### src/rtl/core/bcld_pkg.sv
// Shared types and constants for the block cache LRU directory.
package bcld_pkg;

    localparam int unsigned BLK_W    = 32;
    localparam int unsigned SLOT_O_W = 4;

    typedef enum logic [0:0] {
        CMD_ACCESS  = 1'b0,
        CMD_RECLAIM = 1'b1
    } t_cmd;

    typedef enum logic [2:0] {
        ST_HIT      = 3'd0,
        ST_INSERTED = 3'd1,
        ST_FULL     = 3'd2,
        ST_RANGE    = 3'd3,
        ST_EVICTED  = 3'd4,
        ST_EMPTY    = 3'd5
    } t_status;

    typedef struct packed {
        logic touch;
        logic insert;
        logic evict;
    } t_lru_op;

endpackage

### src/rtl/core/block_cache_lru_directory_core.sv
// Top level of the fully associative block cache directory with LRU ordering.
//
// Channel   Direction  Handshake                 Payload
// request   in         i_in_valid / o_in_stall   i_cmd, i_block_number
// result    out        o_out_valid / i_out_stall o_status, o_slot, o_evicted_block
// config    in         i_cfg_we                  i_cfg_data (device_blocks)
//
// A request is captured in the input register and resolved once the result
// can take it; the tag compare, rank update and result register load happen in the
// same cycle, and the result is then held in the result register until taken.
// A new request is taken every cycle while the result side keeps draining.
// Reset is synchronous; it empties the directory and needs no clearing pass.
// A stalled result holds the result register, and the input register then stalls.
module block_cache_lru_directory_core #(
    parameter int unsigned SLOTS      = 16,
    parameter int unsigned BLOCK_BITS = 32
) (
    input  logic                           i_clk,
    input  logic                           i_rst_n,
    input  logic                           i_in_valid,
    output logic                           o_in_stall,
    input  logic [0:0]                     i_cmd,
    input  logic [bcld_pkg::BLK_W-1:0]     i_block_number,
    output logic                           o_out_valid,
    input  logic                           i_out_stall,
    output logic [2:0]                     o_status,
    output logic [bcld_pkg::SLOT_O_W-1:0]  o_slot,
    output logic [bcld_pkg::BLK_W-1:0]     o_evicted_block,
    input  logic                           i_cfg_we,
    input  logic [bcld_pkg::BLK_W-1:0]     i_cfg_data
);

    localparam int unsigned SLOT_W = $clog2(SLOTS);
    localparam int unsigned CNT_W  = $clog2(SLOTS + 1);

    logic                            r_s1_valid;
    bcld_pkg::t_cmd                  r_s1_cmd;
    logic [bcld_pkg::BLK_W-1:0]      r_s1_blk;
    logic [bcld_pkg::BLK_W-1:0]      r_device_blocks;

    logic                            r_out_valid;
    bcld_pkg::t_status               r_status, n_status;
    logic [bcld_pkg::SLOT_O_W-1:0]   r_slot, n_slot;
    logic [bcld_pkg::BLK_W-1:0]      r_evict, n_evict;

    logic                            s1_adv;
    bcld_pkg::t_lru_op               lru_op;
    logic [SLOTS-1:0]                sel;
    logic [SLOTS-1:0]                valid_vec, hit_vec, victim_vec, free_vec;
    logic [CNT_W-1:0]                count;
    logic [BLOCK_BITS-1:0]           key, rdata;

    function automatic logic [SLOT_W-1:0] f_encode(input logic [SLOTS-1:0] oh);
        logic [SLOT_W-1:0] idx;
        idx = '0;
        for (int i = 0; i < SLOTS; i++) begin
            if (oh[i]) begin
                idx = idx | SLOT_W'(i);
            end
        end
        return idx;
    endfunction

    assign s1_adv     = r_s1_valid && (!r_out_valid || !i_out_stall);
    assign o_in_stall = r_s1_valid && !s1_adv;
    assign key        = BLOCK_BITS'(r_s1_blk);
    assign free_vec   = ~valid_vec & (valid_vec + SLOTS'(1));

    always_ff @(posedge i_clk) begin
        if (!i_rst_n) begin
            r_s1_valid      <= 1'b0;
            r_out_valid     <= 1'b0;
            r_device_blocks <= '1;
        end else begin
            if (i_cfg_we) begin
                r_device_blocks <= i_cfg_data;
            end
            if (!o_in_stall) begin
                r_s1_valid <= i_in_valid;
            end
            if (s1_adv) begin
                r_out_valid <= 1'b1;
            end else if (!i_out_stall) begin
                r_out_valid <= 1'b0;
            end
        end
    end

    always_ff @(posedge i_clk) begin
        if (!o_in_stall && i_in_valid) begin
            r_s1_cmd <= bcld_pkg::t_cmd'(i_cmd);
            r_s1_blk <= i_block_number;
        end
        if (s1_adv) begin
            r_status <= n_status;
            r_slot   <= n_slot;
            r_evict  <= n_evict;
        end
    end

    always_comb begin
        lru_op   = '0;
        sel      = '0;
        n_status = bcld_pkg::ST_EMPTY;
        n_slot   = '0;
        n_evict  = '0;
        if (r_s1_cmd == bcld_pkg::CMD_RECLAIM) begin
            if ((count != '0) && (|victim_vec)) begin
                sel          = victim_vec;
                lru_op.evict = s1_adv;
                n_status     = bcld_pkg::ST_EVICTED;
                n_slot       = bcld_pkg::SLOT_O_W'(f_encode(victim_vec));
                n_evict      = bcld_pkg::BLK_W'(rdata);
            end
        end else if (r_s1_blk >= r_device_blocks) begin
            n_status = bcld_pkg::ST_RANGE;
        end else if (|hit_vec) begin
            sel          = hit_vec;
            lru_op.touch = s1_adv;
            n_status     = bcld_pkg::ST_HIT;
            n_slot       = bcld_pkg::SLOT_O_W'(f_encode(hit_vec));
        end else if (|free_vec) begin
            sel           = free_vec;
            lru_op.insert = s1_adv;
            n_status      = bcld_pkg::ST_INSERTED;
            n_slot        = bcld_pkg::SLOT_O_W'(f_encode(free_vec));
        end else begin
            n_status = bcld_pkg::ST_FULL;
        end
    end

    bcld_tags #(
        .SLOTS (SLOTS),
        .TAG_W (BLOCK_BITS)
    ) u_tags (
        .i_clk   (i_clk),
        .i_we    (lru_op.insert),
        .i_sel   (sel),
        .i_wdata (key),
        .i_key   (key),
        .i_valid (valid_vec),
        .o_hit   (hit_vec),
        .o_rdata (rdata)
    );

    bcld_lru #(
        .SLOTS (SLOTS)
    ) u_lru (
        .i_clk    (i_clk),
        .i_rst_n  (i_rst_n),
        .i_op     (lru_op),
        .i_sel    (sel),
        .o_valid  (valid_vec),
        .o_count  (count),
        .o_victim (victim_vec)
    );

    assign o_out_valid     = r_out_valid;
    assign o_status        = r_status;
    assign o_slot          = r_slot;
    assign o_evicted_block = r_evict;

endmodule

### src/rtl/core/bcld_tags.sv
// Tag cells with parallel compare, one-hot write and one-hot read.
module bcld_tags #(
    parameter int unsigned SLOTS = 16,
    parameter int unsigned TAG_W = 32
) (
    input  logic               i_clk,
    input  logic               i_we,
    input  logic [SLOTS-1:0]   i_sel,
    input  logic [TAG_W-1:0]   i_wdata,
    input  logic [TAG_W-1:0]   i_key,
    input  logic [SLOTS-1:0]   i_valid,
    output logic [SLOTS-1:0]   o_hit,
    output logic [TAG_W-1:0]   o_rdata
);

    logic [TAG_W-1:0] r_tag [SLOTS];
    logic [SLOTS-1:0] match;

    always_ff @(posedge i_clk) begin
        for (int i = 0; i < SLOTS; i++) begin
            if (i_we && i_sel[i]) begin
                r_tag[i] <= i_wdata;
            end
        end
    end

    always_comb begin
        for (int i = 0; i < SLOTS; i++) begin
            match[i] = i_valid[i] && (r_tag[i] == i_key);
        end
    end

    // Keep only the lowest matching slot.
    assign o_hit = match & (~match + SLOTS'(1));

    always_comb begin
        o_rdata = '0;
        for (int i = 0; i < SLOTS; i++) begin
            if (i_sel[i]) begin
                o_rdata = o_rdata | r_tag[i];
            end
        end
    end

endmodule

### src/rtl/core/bcld_lru.sv
// Valid bits, recency ranks, occupancy count and victim selection.
module bcld_lru #(
    parameter int unsigned SLOTS = 16
) (
    input  logic                          i_clk,
    input  logic                          i_rst_n,
    input  bcld_pkg::t_lru_op             i_op,
    input  logic [SLOTS-1:0]              i_sel,
    output logic [SLOTS-1:0]              o_valid,
    output logic [$clog2(SLOTS+1)-1:0]    o_count,
    output logic [SLOTS-1:0]              o_victim
);

    localparam int unsigned RANK_W = $clog2(SLOTS);
    localparam int unsigned CNT_W  = $clog2(SLOTS + 1);

    logic [SLOTS-1:0]  r_valid, n_valid;
    logic [RANK_W-1:0] r_rank [SLOTS];
    logic [RANK_W-1:0] n_rank [SLOTS];
    logic [CNT_W-1:0]  r_count, n_count;
    logic [RANK_W-1:0] sel_rank;
    logic [SLOTS-1:0]  cand;

    always_comb begin
        sel_rank = '0;
        for (int i = 0; i < SLOTS; i++) begin
            if (i_sel[i]) begin
                sel_rank = sel_rank | r_rank[i];
            end
        end
    end

    always_comb begin
        n_valid = r_valid;
        n_count = r_count;
        for (int i = 0; i < SLOTS; i++) begin
            n_rank[i] = r_rank[i];
            if (i_op.touch) begin
                if (i_sel[i]) begin
                    n_rank[i] = '0;
                end else if (r_valid[i] && (r_rank[i] < sel_rank)) begin
                    n_rank[i] = r_rank[i] + RANK_W'(1);
                end
            end else if (i_op.insert) begin
                if (i_sel[i]) begin
                    n_valid[i] = 1'b1;
                    n_rank[i]  = '0;
                end else if (r_valid[i]) begin
                    n_rank[i] = r_rank[i] + RANK_W'(1);
                end
            end else if (i_op.evict) begin
                if (i_sel[i]) begin
                    n_valid[i] = 1'b0;
                    n_rank[i]  = '0;
                end
            end
        end
        if (i_op.insert) begin
            n_count = r_count + CNT_W'(1);
        end else if (i_op.evict) begin
            n_count = r_count - CNT_W'(1);
        end
    end

    always_ff @(posedge i_clk) begin
        if (!i_rst_n) begin
            r_valid <= '0;
            r_count <= '0;
            for (int i = 0; i < SLOTS; i++) begin
                r_rank[i] <= '0;
            end
        end else begin
            r_valid <= n_valid;
            r_count <= n_count;
            for (int i = 0; i < SLOTS; i++) begin
                r_rank[i] <= n_rank[i];
            end
        end
    end

    // The least recent entry holds rank count minus one.
    always_comb begin
        for (int i = 0; i < SLOTS; i++) begin
            cand[i] = r_valid[i] && ((CNT_W'(r_rank[i]) + CNT_W'(1)) == r_count);
        end
    end

    assign o_victim = cand & (~cand + SLOTS'(1));
    assign o_valid  = r_valid;
    assign o_count  = r_count;

endmodule

### config.mk
export PLATFORM = sky130hd
export DESIGN_NAME = block_cache_lru_directory_core
export DESIGN_NICKNAME = d
export VERILOG_FILES = /design/src/rtl/core/bcld_pkg.sv /design/src/rtl/core/block_cache_lru_directory_core.sv /design/src/rtl/core/bcld_tags.sv /design/src/rtl/core/bcld_lru.sv
export SDC_FILE = /design/constraint.sdc
export NUM_CORES = 2
export LEC_CHECK = 0
export BUFFER_PORTS_ARGS = -buffer_cell sky130_fd_sc_hd__buf_2
export CORE_ASPECT_RATIO = 1.2
export CORE_MARGIN = 2
export CORE_UTILIZATION = 25
export CTS_BUF_LIST = sky130_fd_sc_hd__clkbuf_2
export CTS_CLUSTER_DIAMETER = 200
export CTS_CLUSTER_SIZE = 10
export DETAILED_ROUTE_END_ITERATION = 7
export HOLD_SLACK_MARGIN = 0.08
export PLACE_DENSITY_LB_ADDON = 0.12
export SLEW_MARGIN = 20
export SYNTH_ARGS = -nofsm -noshare
export SYNTH_HDL_FRONTEND = slang
export SYNTH_HIERARCHICAL = 1
export SYNTH_SLANG_ARGS = --single-unit
### constraint.sdc
create_clock -name i_clk -period 12.3 [get_ports i_clk]
set_input_delay 0 -clock i_clk [delete_from_list [all_inputs] [get_ports i_clk]]
set_output_delay 0 -clock i_clk [all_outputs]
set_load 0.02 [all_outputs]
==> results.ini <==
[synthesis]
synth.top_cell.area_share_pct = 46.2
synth_area_leader_cell = edfxtp_1
ys_async_sr_fraction_pct = 0
yosysSeqAreaShare_pct = 52.4
yosys_most_used_dff = edfxtp_1
synth_area_per_cell_sq_um = 12.2
yosysWarningCount = 6
synthTopCellsByArea = edfxtp_1 46%, xnor2_1 10%, dfxtp_1 6.3%, a221oi_1 3.5%, xor2_1 3.4%
syn_area_sq_um = 38000
syn_inst = 3125
ys_seq_elements = 703
synth_edf_count = 584
synthesis.nets = 3295
synth_cell_types = 83

[power]
ir_worst_vdd_mv = 0.0644
p_per_area_nw_per_um2 = 98.0
p_leak_nw = 14.5

[floorplan]
die_x_um = 360
die_area_sq_um = 155000
row_count = 156
die_h_um = 431
initial_core_util_pct = 25.2
core_sq_um = 151000
io_pins = 111

[min_path]
hold_depth = 4
hold_path.class = primary input to flip-flop
min_to = r_device_blocks[29]
hp-start = i_cfg_we

[detailed_routing]
drt-initial-drc-count = 2822
avgRoutedWirePerCell_um = 33.1
vias = 29100
vias_per_cell = 5.31
dr.pass1.iters = 7
drc = 0
ant_nets = 0
wl_um = 182000

[setup_path]
worst_setup_path_start_kind = flip-flop
r2r_cells = 25
arrival_ns = 10.64
r2r_slack_ns = 3.22
crit_fanout = 36
r2r-start = key[7]
critPathKind = flip-flop to flip-flop
worstPathRequired_ns = 13.86
r2r-end = u_lru/r_rank[0][9]
crit_path_end_kind = flip-flop

[global_route]
met1_usage_pct = 28.0
grt_max_degree = 73
grt_pass1_vias = 28600
grt_most_used_layer = met2
gr-usage-met3_pct = 2.92
grtUsageMet2_pct = 39.2
overflow = 0
grt_usage_pct = 22.8
grt_pass1_wl_um = 246000
antenna_found_initial = 15

[sta]
rsz0062_at_grt = no
relSlewSlack_pct = 18.1
finalCriticalPeriod_ns = 9.08
clock-skew-final_ns = 0.220
setup_viol = 0
min_period_over_period_pct = 73.8
finalHoldViolCount = 0
setup_tns_ns = 0
worst_slew_pin_slew_ns = 1.23
drv_slew = 0
fmax_ghz = 0.110

[clocking]
clock_latency_ns = 1.57
path_clk_slew_ns = 0.38
clock-root-buffer = clkbuf_2
htreeDepth = 3
clk_path_buf_depth = 3
cts_made_buffers = 80
clkSinkCount = 703
cts_tree = built

[layout]
drive_above_1_share_pct = 12.9
area_growth_syn_to_layout_pct = 15.7
finalNetCount = 3615
fin_area_sq_um = 44000

[placement]
dpl_cell_area_sq_um = 40800
place.gp.congestion = 0.945
dp_hpwl_um = 125000
portBuffers = 110

[status]
outcome = finished, final reports clean

[flow_run]
max-cap-violations = 0

==> metrics by stage <==
| step | util [%] | setup WS [ns] | hold WS (ns) | std cells | power, mW |
|---|---|---|---|---|---|
| floorplan | - | 6.31 | 0.0989 | 3125 | 2.91 |
| global placement | 27.0 | 3.57 | 0.176 | 5096 | 3.09 |
| detailed placement | 27.1 | 3.56 | 0.178 | 5098 | 3.09 |
| CTS | 29.1 | 3.46 | 0.0883 | 5477 | 4.37 |
| global route | 29.1 | 2.95 | 0.212 | 5479 | 4.46 |
| finish | 29.1 | 3.22 | 0.235 | 5484 | 4.31 |
==> timing repair <==
action / CTS / global route
endpoints found under the hold margin: 306 / 0
gates resized for setup: 0 / 0
buffers inserted: 0 / 0
hold buffers: 240 / 0
endpoints found under the setup margin: 0 / 0
==> layer usage <==
layer,wire (um),vias up,part of all wire [%]
met5,51,-,0.028
met1,73700,15100,41
met3,9500,269,5.2
li1,-,12700,-
met2,88400,1105,49
met4,10000,8,5.5
==> flip-flops by register name, indices dropped and copies added (netlist names) <==
| name | count |
|---|---|
| o_evicted_block | 32 |
| o_status | 3 |
| r_s1_valid | 1 |
| u_lru/o_valid | 16 |
| o_out_valid | 1 |
| u_lru/r_rank | 64 |
| o_slot | 4 |
| u_tags/r_tag | 512 |
| key | 32 |
| r_device_blocks | 32 |
| u_lru/o_count | 5 |
| r_s1_cmd | 1 |
==> synth_stat cells (all sizes together), types with 6 or more instances <==
master,instances
xor2,149
nand3,72
and3,23
a211oi,6
a21oi,62
inv,51
and2,55
nor4,59
buf,99
a22o,133
o211ai,37
a22oi,41
a31oi,10
dfxtp,119
or4b,16
nor2,54
o21ai,96
nand3b,9
xnor2,435
and3b,6
nand2,138
or3b,13
mux2i,19
nor3,44
nor2b,61
or4,33
or3,18
clkbuf,107
ha,99
nand2b,22
a221oi,150
edfxtp,584
a41oi,6
nor3b,8
a21boi,60
o21a,9
nand4,149
o32ai,15
a211o,17
==> cells by family (layout without fill, tap and decap cells) <==
group | after synthesis | count (layout) | synth area share (%)
xor+xnor | 584 | 584 | 13.5
simple gates | 793 | 793 | 12.3
compound gates | 669 | 669 | 14.5
mux | 19 | 19 | 0.501
fa+ha+maj | 100 | 100 | 3.31
buf+inv | 257 | 634 | 3.45
flops | 703 | 703 | 52.4
other cells | 0 | 7 | 0
==> layout by cell type (no fill, tap or decap), types with 55 or more instances in the layout <==
master | synthesis | routed
a221oi_1 | 150 | 150
nor4_1 | 58 | 56
nor2b_1 | 61 | 60
a22o_1 | 133 | 133
o21ai_0 | 76 | 75
a21boi_1 | 55 | 55
xnor2_1 | 435 | 435
buf_4 | 29 | 95
dfxtp_1 | 119 | 119
buf_2 | 44 | 108
dlygate4sd3_1 | 0 | 239
nand3_1 | 72 | 72
edfxtp_1 | 584 | 584
clkbuf_2 | 0 | 135
ha_1 | 99 | 99
nand4_1 | 146 | 146
nand2_1 | 138 | 138
xor2_1 | 149 | 149
==> worst max-delay path: stages, from the launching register on <==
cell and delay, ns:
edfxtp_1 0.66, buf_4 0.34, xnor2_1 0.65, nand4_1 0.42, nor3_1 0.91, nand3_1 0.27, nand4_2 0.28, nor4b_1 0.13
or4_1 0.57, nand2b_1 0.25, nor3_4 0.36, and2_1 0.28, a31oi_1 0.15, o21ai_4 0.41, buf_4 0.67, a22oi_1 0.21
nand4_1 0.20, nor2_1 0.14, buf_4 0.24, ha_1 0.31, a211o_1 0.32, o32ai_4 0.25, a21oi_4 0.09, or3b_1 0.39
a21boi_1 0.15, dlygate4sd3_1 0.55
==> worst max path at each step <==
| stage | start | to | slack, ns | cells past startpoint |
|---|---|---|---|---|
| after CTS | u_lru/o_count[2] | u_lru/r_rank[0][9] | 3.46 | 25 |
| after global placement | u_lru/o_count[2] | u_lru/r_rank[0][5] | 3.57 | 25 |
| final | key[7] | u_lru/r_rank[0][9] | 3.22 | 25 |
| after detailed placement | u_lru/o_count[2] | u_lru/r_rank[0][4] | 3.56 | 25 |
| after global routing | key[7] | u_lru/r_rank[0][9] | 2.95 | 25 |
| after floorplan | u_lru/r_rank[0][8] | u_lru/r_rank[1][2] | 6.31 | 24 |
==> final cells by class <==
| cell class | instances | area [sq um] |
|---|---|---|
| multi-input combinational | 2165 | 17000 |
| inverter | 51 | 191 |
| antenna | 7 | 17.5 |
| fill | 15500 | 107000 |
| timing repair buffer | 444 | 3700 |
| sequential | 703 | 19900 |
| tap | 1975 | 2470 |
| clock inverter | 4 | 20.0 |
| clock buffer | 135 | 676 |
==> power by group <==
| group | switching, mW | leakage [nW] | internal (mW) |
|---|---|---|---|
| Sequential | 0.0170 | 6.25 | 2.60 |
| Combinational | 0.307 | 7.66 | 0.177 |
| Clock | 0.929 | 0.578 | 0.280 |
Power figures use the tool's default switching activity.
